[config.mk]
export PLATFORM = sky130hd
export DESIGN_NAME = pci_config_scan_engine_unit
export DESIGN_NICKNAME = d
export VERILOG_FILES = /design/src/rtl/pcse_pkg.sv /design/src/rtl/pcse_cfg_regs.sv /design/src/rtl/pcse_walk.sv /design/src/rtl/pci_config_scan_engine_unit.sv
export SDC_FILE = /design/constraint.sdc
export NUM_CORES = 1
export LEC_CHECK = 0
export ABC_CLOCK_PERIOD_IN_PS = 9500
export BUFFER_PORTS_ARGS = -buffer_cell sky130_fd_sc_hd__buf_4
export CORE_MARGIN = 10
export CORE_UTILIZATION = 55
export DETAILED_ROUTE_END_ITERATION = 6
export PLACE_DENSITY = 0.77
export SYNTH_ARGS = -nofsm -noshare
export SYNTH_HDL_FRONTEND = slang
export SYNTH_SLANG_ARGS = --single-unit
[constraint.sdc]
create_clock -name clk -period 9.5 [get_ports clk]
set_input_delay 0.475 -clock clk [delete_from_list [all_inputs] [get_ports clk]]
set_output_delay 0.475 -clock clk [all_outputs]
set_load 0.02 [all_outputs]
[src/rtl/pcse_pkg.sv]
// Package for the PCI configuration scan engine.
// Types, register indexes, result kinds and address constants; no dependencies.
package pcse_pkg;

  localparam int BUS_COUNT_DEF = 256;

  localparam int CFG_IDX_W  = 3;
  localparam int CFG_DATA_W = 16;

  localparam logic [CFG_IDX_W-1:0] CFG_MATCH_BY_ID  = 3'd0;
  localparam logic [CFG_IDX_W-1:0] CFG_WANT_CLASS   = 3'd1;
  localparam logic [CFG_IDX_W-1:0] CFG_WANT_SUBCLASS = 3'd2;
  localparam logic [CFG_IDX_W-1:0] CFG_WANT_PROG_IF = 3'd3;
  localparam logic [CFG_IDX_W-1:0] CFG_WANT_VENDOR  = 3'd4;
  localparam logic [CFG_IDX_W-1:0] CFG_WANT_DEVICE  = 3'd5;

  localparam logic ACTION_START = 1'b0;
  localparam logic ACTION_DATA  = 1'b1;

  localparam logic [1:0] KIND_READ      = 2'd0;
  localparam logic [1:0] KIND_FOUND     = 2'd1;
  localparam logic [1:0] KIND_NOT_FOUND = 2'd2;

  localparam logic [31:0] CFG_ENABLE   = 32'h8000_0000;
  localparam logic [7:0]  OFF_ID       = 8'h00;
  localparam logic [7:0]  OFF_CLASS    = 8'h08;
  localparam logic [7:0]  OFF_HEADER   = 8'h0E;
  localparam logic [7:0]  OFF_MASK     = 8'hFC;
  localparam logic [15:0] VENDOR_EMPTY = 16'hFFFF;
  localparam logic [7:0]  PROG_IF_ANY  = 8'hFF;
  localparam int          HDR_MF_BIT   = 23;

  typedef enum logic [1:0] {
    PH_IDLE,
    PH_ID,
    PH_CLASS,
    PH_HEADER
  } phase_t;

  typedef struct packed {
    logic        match_by_id;
    logic [7:0]  want_class;
    logic [7:0]  want_subclass;
    logic [7:0]  want_prog_if;
    logic [15:0] want_vendor;
    logic [15:0] want_device;
  } cfg_t;

  typedef struct packed {
    logic        vld;
    logic [1:0]  kind;
    logic [31:0] config_address;
    logic [7:0]  found_bus;
    logic [4:0]  found_slot;
    logic [2:0]  found_func;
    logic        last;
  } res_t;

endpackage

[src/rtl/pcse_cfg_regs.sv]
// Match configuration registers of the PCI configuration scan engine.
// Depends on pcse_pkg.
module pcse_cfg_regs (
  input  logic                            clk,
  input  logic                            rst_n,
  input  logic                            cfg_we,
  input  logic [pcse_pkg::CFG_IDX_W-1:0]  cfg_index,
  input  logic [pcse_pkg::CFG_DATA_W-1:0] cfg_data,
  output pcse_pkg::cfg_t                  cfg
);
  import pcse_pkg::*;

  cfg_t cfg_r;
  cfg_t cfg_nxt;

  always_comb begin
    cfg_nxt = cfg_r;
    if (cfg_we) begin
      case (cfg_index)
        CFG_MATCH_BY_ID:   cfg_nxt.match_by_id   = cfg_data[0];
        CFG_WANT_CLASS:    cfg_nxt.want_class    = cfg_data[7:0];
        CFG_WANT_SUBCLASS: cfg_nxt.want_subclass = cfg_data[7:0];
        CFG_WANT_PROG_IF:  cfg_nxt.want_prog_if  = cfg_data[7:0];
        CFG_WANT_VENDOR:   cfg_nxt.want_vendor   = cfg_data;
        CFG_WANT_DEVICE:   cfg_nxt.want_device   = cfg_data;
        default:           cfg_nxt = cfg_r;
      endcase
    end
  end

  always_ff @(posedge clk) begin
    if (!rst_n) begin
      cfg_r.match_by_id   <= 1'b0;
      cfg_r.want_class    <= 8'h00;
      cfg_r.want_subclass <= 8'h00;
      cfg_r.want_prog_if  <= PROG_IF_ANY;
      cfg_r.want_vendor   <= 16'h0000;
      cfg_r.want_device   <= 16'h0000;
    end else begin
      cfg_r <= cfg_nxt;
    end
  end

  assign cfg = cfg_r;

endmodule

[src/rtl/pcse_walk.sv]
// Scan sequencer: phase and bus/slot/function position, next-step decision per word.
// Depends on pcse_pkg.
module pcse_walk #(
  parameter int BUS_COUNT = pcse_pkg::BUS_COUNT_DEF
) (
  input  logic           clk,
  input  logic           rst_n,
  input  logic           fire,
  input  logic           action,
  input  logic [31:0]    read_data,
  input  pcse_pkg::cfg_t cfg,
  output pcse_pkg::res_t res
);
  import pcse_pkg::*;

  localparam logic [8:0] BusLimit = 9'(BUS_COUNT);

  phase_t     phase_r, phase_nxt;
  logic [7:0] bus_r, bus_nxt;
  logic [4:0] slot_r, slot_nxt;
  logic [2:0] func_r, func_nxt;

  logic       whole_slot;
  logic       adv_end;
  logic [7:0] adv_bus;
  logic [4:0] adv_slot;
  logic [2:0] adv_func;
  logic       id_empty;
  logic       id_match;
  logic       class_match;
  logic [7:0] req_off;

  assign whole_slot = (phase_r == PH_HEADER) && !read_data[HDR_MF_BIT];
  assign id_empty   = read_data[15:0] == VENDOR_EMPTY;
  assign id_match   = (read_data[15:0] == cfg.want_vendor) &&
                      (read_data[31:16] == cfg.want_device);
  assign class_match = (read_data[31:24] == cfg.want_class) &&
                       (read_data[23:16] == cfg.want_subclass) &&
                       ((cfg.want_prog_if == PROG_IF_ANY) ||
                        (read_data[15:8] == cfg.want_prog_if));

  // next position when stepping on
  always_comb begin
    adv_end  = 1'b0;
    adv_bus  = bus_r;
    adv_slot = slot_r;
    adv_func = 3'd0;
    if (!whole_slot && (func_r != 3'd7)) begin
      adv_func = func_r + 3'd1;
    end else if (slot_r != 5'd31) begin
      adv_slot = slot_r + 5'd1;
    end else begin
      adv_slot = 5'd0;
      if (({1'b0, bus_r} + 9'd1) >= BusLimit) begin
        adv_end = 1'b1;
        adv_bus = 8'd0;
      end else begin
        adv_bus = bus_r + 8'd1;
      end
    end
  end

  always_comb begin
    logic do_adv;
    logic do_found;
    logic do_req;
    do_adv    = 1'b0;
    do_found  = 1'b0;
    do_req    = 1'b0;
    req_off   = OFF_ID;
    phase_nxt = phase_r;
    bus_nxt   = bus_r;
    slot_nxt  = slot_r;
    func_nxt  = func_r;

    if (fire) begin
      if (action == ACTION_START) begin
        bus_nxt   = 8'd0;
        slot_nxt  = 5'd0;
        func_nxt  = 3'd0;
        phase_nxt = PH_ID;
        do_req    = 1'b1;
      end else begin
        case (phase_r)
          PH_ID: begin
            if (id_empty) begin
              do_adv = 1'b1;
            end else if (cfg.match_by_id) begin
              if (id_match) begin
                do_found = 1'b1;
              end else if (func_r == 3'd0) begin
                phase_nxt = PH_HEADER;
                req_off   = OFF_HEADER;
                do_req    = 1'b1;
              end else begin
                do_adv = 1'b1;
              end
            end else begin
              phase_nxt = PH_CLASS;
              req_off   = OFF_CLASS;
              do_req    = 1'b1;
            end
          end
          PH_CLASS: begin
            if (class_match) begin
              do_found = 1'b1;
            end else if (func_r == 3'd0) begin
              phase_nxt = PH_HEADER;
              req_off   = OFF_HEADER;
              do_req    = 1'b1;
            end else begin
              do_adv = 1'b1;
            end
          end
          PH_HEADER: do_adv = 1'b1;
          default:   phase_nxt = phase_r;
        endcase
      end
    end

    if (do_adv) begin
      bus_nxt  = adv_bus;
      slot_nxt = adv_slot;
      func_nxt = adv_func;
      if (adv_end) begin
        phase_nxt = PH_IDLE;
      end else begin
        phase_nxt = PH_ID;
        do_req    = 1'b1;
      end
    end
    if (do_found) begin
      phase_nxt = PH_IDLE;
    end

    res.vld            = do_adv || do_found || do_req;
    res.kind           = KIND_READ;
    res.config_address = CFG_ENABLE |
                         {8'h00, bus_nxt, slot_nxt, func_nxt, req_off & OFF_MASK};
    res.found_bus      = bus_nxt;
    res.found_slot     = slot_nxt;
    res.found_func     = func_nxt;
    res.last           = 1'b0;
    if (do_found) begin
      res.kind           = KIND_FOUND;
      res.config_address = 32'd0;
      res.last           = 1'b1;
    end else if (do_adv && adv_end) begin
      res.kind           = KIND_NOT_FOUND;
      res.config_address = 32'd0;
      res.found_bus      = 8'd0;
      res.found_slot     = 5'd0;
      res.found_func     = 3'd0;
      res.last           = 1'b1;
    end
  end

  always_ff @(posedge clk) begin
    if (!rst_n) begin
      phase_r <= PH_IDLE;
      bus_r   <= 8'd0;
      slot_r  <= 5'd0;
      func_r  <= 3'd0;
    end else begin
      phase_r <= phase_nxt;
      bus_r   <= bus_nxt;
      slot_r  <= slot_nxt;
      func_r  <= func_nxt;
    end
  end

endmodule

[src/rtl/pci_config_scan_engine_unit.sv]
// PCI configuration scan engine, top level: input word register, sequencer, result register.
// A word goes from the input register to the result register; out_stall can hold it there.
// Throughput: one word per cycle unless out_stall holds the result; next step is combinational.
// A word that yields no result (data while idle) just leaves the input register.
// Reset (rst_n low, synchronous) empties both registers, sets the scan idle at position
// zero and loads register defaults (programming interface 255 = any).
module pci_config_scan_engine_unit #(
  parameter int BUS_COUNT = pcse_pkg::BUS_COUNT_DEF
) (
  input  logic                            clk,
  input  logic                            rst_n,
  input  logic                            in_valid,
  output logic                            in_stall,
  input  logic                            in_action,
  input  logic [31:0]                     in_read_data,
  output logic                            out_valid,
  input  logic                            out_stall,
  output logic [1:0]                      out_kind,
  output logic [31:0]                     out_config_address,
  output logic [7:0]                      out_found_bus,
  output logic [4:0]                      out_found_slot,
  output logic [2:0]                      out_found_func,
  output logic                            out_last,
  input  logic                            cfg_we,
  input  logic [pcse_pkg::CFG_IDX_W-1:0]  cfg_index,
  input  logic [pcse_pkg::CFG_DATA_W-1:0] cfg_data
);
  import pcse_pkg::*;

  cfg_t        cfg;
  res_t        res;
  res_t        out_r;
  logic        in_vld_r, in_vld_nxt;
  logic        action_r;
  logic [31:0] data_r;
  logic        pipe_move;
  logic        in_take;
  logic        fire;

  assign pipe_move = !out_r.vld || !out_stall;
  assign in_stall  = in_vld_r && !pipe_move;
  assign in_take   = in_valid && !in_stall;
  assign fire      = in_vld_r && pipe_move;

  always_comb begin
    in_vld_nxt = in_vld_r;
    if (in_take) begin
      in_vld_nxt = 1'b1;
    end else if (pipe_move) begin
      in_vld_nxt = 1'b0;
    end
  end

  always_ff @(posedge clk) begin
    if (!rst_n) begin
      in_vld_r  <= 1'b0;
      out_r.vld <= 1'b0;
    end else begin
      in_vld_r <= in_vld_nxt;
      if (pipe_move) begin
        out_r.vld <= res.vld;
      end
    end
    if (in_take) begin
      action_r <= in_action;
      data_r   <= in_read_data;
    end
    if (pipe_move && res.vld) begin
      out_r.kind           <= res.kind;
      out_r.config_address <= res.config_address;
      out_r.found_bus      <= res.found_bus;
      out_r.found_slot     <= res.found_slot;
      out_r.found_func     <= res.found_func;
      out_r.last           <= res.last;
    end
  end

  pcse_cfg_regs u_cfg (
    .clk       (clk),
    .rst_n     (rst_n),
    .cfg_we    (cfg_we),
    .cfg_index (cfg_index),
    .cfg_data  (cfg_data),
    .cfg       (cfg)
  );

  pcse_walk #(
    .BUS_COUNT (BUS_COUNT)
  ) u_walk (
    .clk       (clk),
    .rst_n     (rst_n),
    .fire      (fire),
    .action    (action_r),
    .read_data (data_r),
    .cfg       (cfg),
    .res       (res)
  );

  assign out_valid          = out_r.vld;
  assign out_kind           = out_r.kind;
  assign out_config_address = out_r.config_address;
  assign out_found_bus      = out_r.found_bus;
  assign out_found_slot     = out_r.found_slot;
  assign out_found_func     = out_r.found_func;
  assign out_last           = out_r.last;

endmodule
==> run metrics <==
CTS Root Cell=clkbuf_16; worst hold path stage count=1; Syn Area/Cell=10.3 sq um; asr flop ratio synth=0; Crit. End Element=flip-flop; Worst Tran Pin Value=1120 ps; worst r2r dst=out_config_address[17]; GR Util All Layers=0.209; fmax=0.286 GHz; Worst setup SP type=flip-flop; number of synthesized register bits=148; top cells by area, synth=edfxtp_1, dfxtp_1, nand2_1, xnor2_1, a21oi_1; Yosys top cell by area=edfxtp_1; Post-Synthesis Cells=632; Antenna diodes=0; RD Place Congestion=0.941; H-tree lvl count=4; worst skew pair latency=430 ps; crit path launch=data_r[13]; Worst Hold Class=in2reg; Sink Count=148; # setup viols final=0; initial antenna violation count=0; vias in the first global route=5193; critical-path cell list=xnor2_1 -> nand4_1 -> nor4_2 -> nand2_1 -> nor3_1 -> o2111a_1 -> nor2_1 -> nand2_1 -> buf_4; CP max stage delay=690 ps; deepest clock path buffer count=2; HP Start=in_read_data[5]; number of distinct library cells after synthesis=63; Netlist Area Pre-Place=6540 sq um; dpl cells=849; PD cells=192 nW/um^2; CTS tree=built; status=finished, violations left; Final Critical Period=3500 ps; Worst VDD drop=0.136 mV; Crit path top cell by count=nand2_1; Max-slew headroom=0.251; multi-input logic area=2660 sq um; failing checks=design-rule violations; ys flop type=dfxtp_1; first-pass GRT wire length=27.0 mm; reg2reg start=data_r[13]; Worst Skew=8.65 ps; fill count=890; cts-stage hold buffer count=0; number of top-level pins=110; cts repair resizes=0; drt drc=1; Min Hold Slack=221 ps; Routed WL=17.0 mm; CTS buffer count=17; Seq/Total Area, Yosys=0.562; Die X=129 um; WP buf/inv=1; Crit Path Category=reg2reg; Final ANT Viol Nets=0; number of synthesized flops with an enable pin=71; Fin. Hold Viols=0; Layout area overhead=21.3%; worst path required time=9570 ps; total grt overflow=0; unrepaired setup endpoints after global routing=false; reg2reg path depth=9; Chip Height=129 um; Setup Fix Bufs, Post-CTS=0; Non-Filler Instances=881; DRT Pass-1 Iters=7; crit-path max FO=38; Net count, final=792; wire per inst=19.3 um; Via density=5.80; slowest CP cell=o2111a_1; clk slew on worst S/H paths=60 ps; FF-to-FF setup slack=6000 ps; Max Slew Vio Count=0; core footprint=11500 sq um; port bufs=96; leakage power=3.02 nW; layout cell share with drive strength beyond 1=0.199; crit share post-route=0.368; HPWL after DPL=12.4 mm; Vias=5113; die area=16600 sq um; synth warn=0; setup_tns=0 ps; Yosys top cell area share=0.326; initial core utilization=0.568; max_cap viols=0; WP data arrival=3570 ps; DR iter-0 viols=444; CP top delay family=simple AND/OR/NAND/NOR gates; number of cell rows=39; hold endpoint=data_r[5]; pin count of the biggest net entering global routing=63; Reg area=3670 sq um
[how the worst max path moves through the flow]
| stage | endpoint | slack, ps | depth (start not counted) |
|---|---|---|---|
| finish | out_config_address[17] | 6000 | 9 |
| global route | out_config_address[10] | 5610 | 9 |
| CTS | out_found_func[1] | 5980 | 9 |
| detailed placement | out_config_address[17] | 6040 | 9 |
| global placement | out_found_bus[1] | 6180 | 9 |
| floorplan | out_config_address[10] | 6510 | 8 |
[kinds of logic (layout without fill, tap and decap cells)]
group / Yosys count / in the layout / share of synthesized area
other: 1 / 13 / 0.000574
multiplexers: 12 / 12 / 0.0186
XOR/XNOR: 56 / 56 / 0.0750
AO/OA/AOI/OAI: 109 / 109 / 0.0984
AND/OR/NAND/NOR: 247 / 247 / 0.189
adder cells (fa/ha/maj): 10 / 10 / 0.0191
buffers and inverters: 49 / 143 / 0.0377
flip-flops: 148 / 148 / 0.562
[flip-flops by register name, indices dropped and copies added (netlist names)]
name	flops
out_found_slot	5
out_found_func	3
out_valid	1
data_r	32
out_last	1
action_r	1
u_walk.phase_r	2
out_config_address	19
out_found_bus	8
out_kind	2
u_walk.func_r	3
u_walk.slot_r	5
u_walk.bus_r	8
u_cfg.cfg	57
in_vld_r	1
[routing by layer]
layer  track usage  part of all wire
met5             0                 0
met3        0.0612             0.081
met2         0.361              0.50
met4        0.0983             0.028
met1         0.234              0.39
[where the power goes]
part           leakage (nW)  switching, mW  internal [mW]  total [mW]
Sequential             1.27         0.0156          0.689       0.704
Clock                 0.306          0.248          0.468       0.716
Combinational          1.44         0.0586         0.0420       0.101
[cell usage in the layout (no fill, tap or decap), drive strengths merged, types with 2 or more instances in the layout]
master and n:
or3 2, a31oi 7, ha 10, xnor2 40, o22ai 2, nor2b 9
nand2 121, xor2 16, bufinv 5, nor2 26, buf 98, nor3 15
nand4 23, nor3b 2, o221ai 2, conb 13, and3 5, dfxtp 77
nand2b 2, inv 13, nand3 13, a21oi 64, clkbuf 20, a21o 3
nor4 7, mux2i 11, or2 4, edfxtp 71, a311oi 3, o21ai 15
o21a 2, and2 11, clkinv 6
[Yosys cell counts (5+ instances only)]
cell / count
nand2_1: 120
dfxtp_1: 77
edfxtp_1: 71
a21oi_1: 62
xnor2_1: 40
nor2_1: 25
nand4_1: 23
clkbuf_1: 19
xor2_1: 16
buf_4: 14
nor3_1: 13
inv_1: 12
nand3_1: 12
o21ai_0: 12
and2_1: 11
mux2i_1: 11
ha_1: 10
nor2b_1: 9
a31oi_1: 7
and3_1: 5
[area by class of cell]
| cell class | instances | area share |
|---|---|---|
| sequential | 148 | 0.463 |
| multi-input combinational | 447 | 0.336 |
| timing repair buffer | 98 | 0.0928 |
| clock buffer | 20 | 0.0563 |
| clock inverter | 12 | 0.0232 |
| tap | 143 | 0.0226 |
| inverter | 13 | 0.00615 |
[worst register-to-register path: cells and delay by family (launching register included)]
family / cells / cell delay, ps
AND/OR/NAND/NOR: 6 / 1260
AO/OA/AOI/OAI: 1 / 690
flip-flops: 1 / 470
buffers and inverters: 1 / 400
XOR/XNOR: 1 / 290
[per-stage QoR]
step                      setup slack (ps)  total power [mW]  utilization  cell area [sq um]
final                                 6000              1.52        0.689               7930
after global routing                  5610              1.56        0.689               7930
after CTS                             5980              1.52        0.689               7930
after detailed placement              6040             0.817        0.634               7300
after global placement                6180             0.814        0.634               7300
after floorplan                       6510             0.772            -               6580
Note: power is estimated with default switching activity, not from simulation.
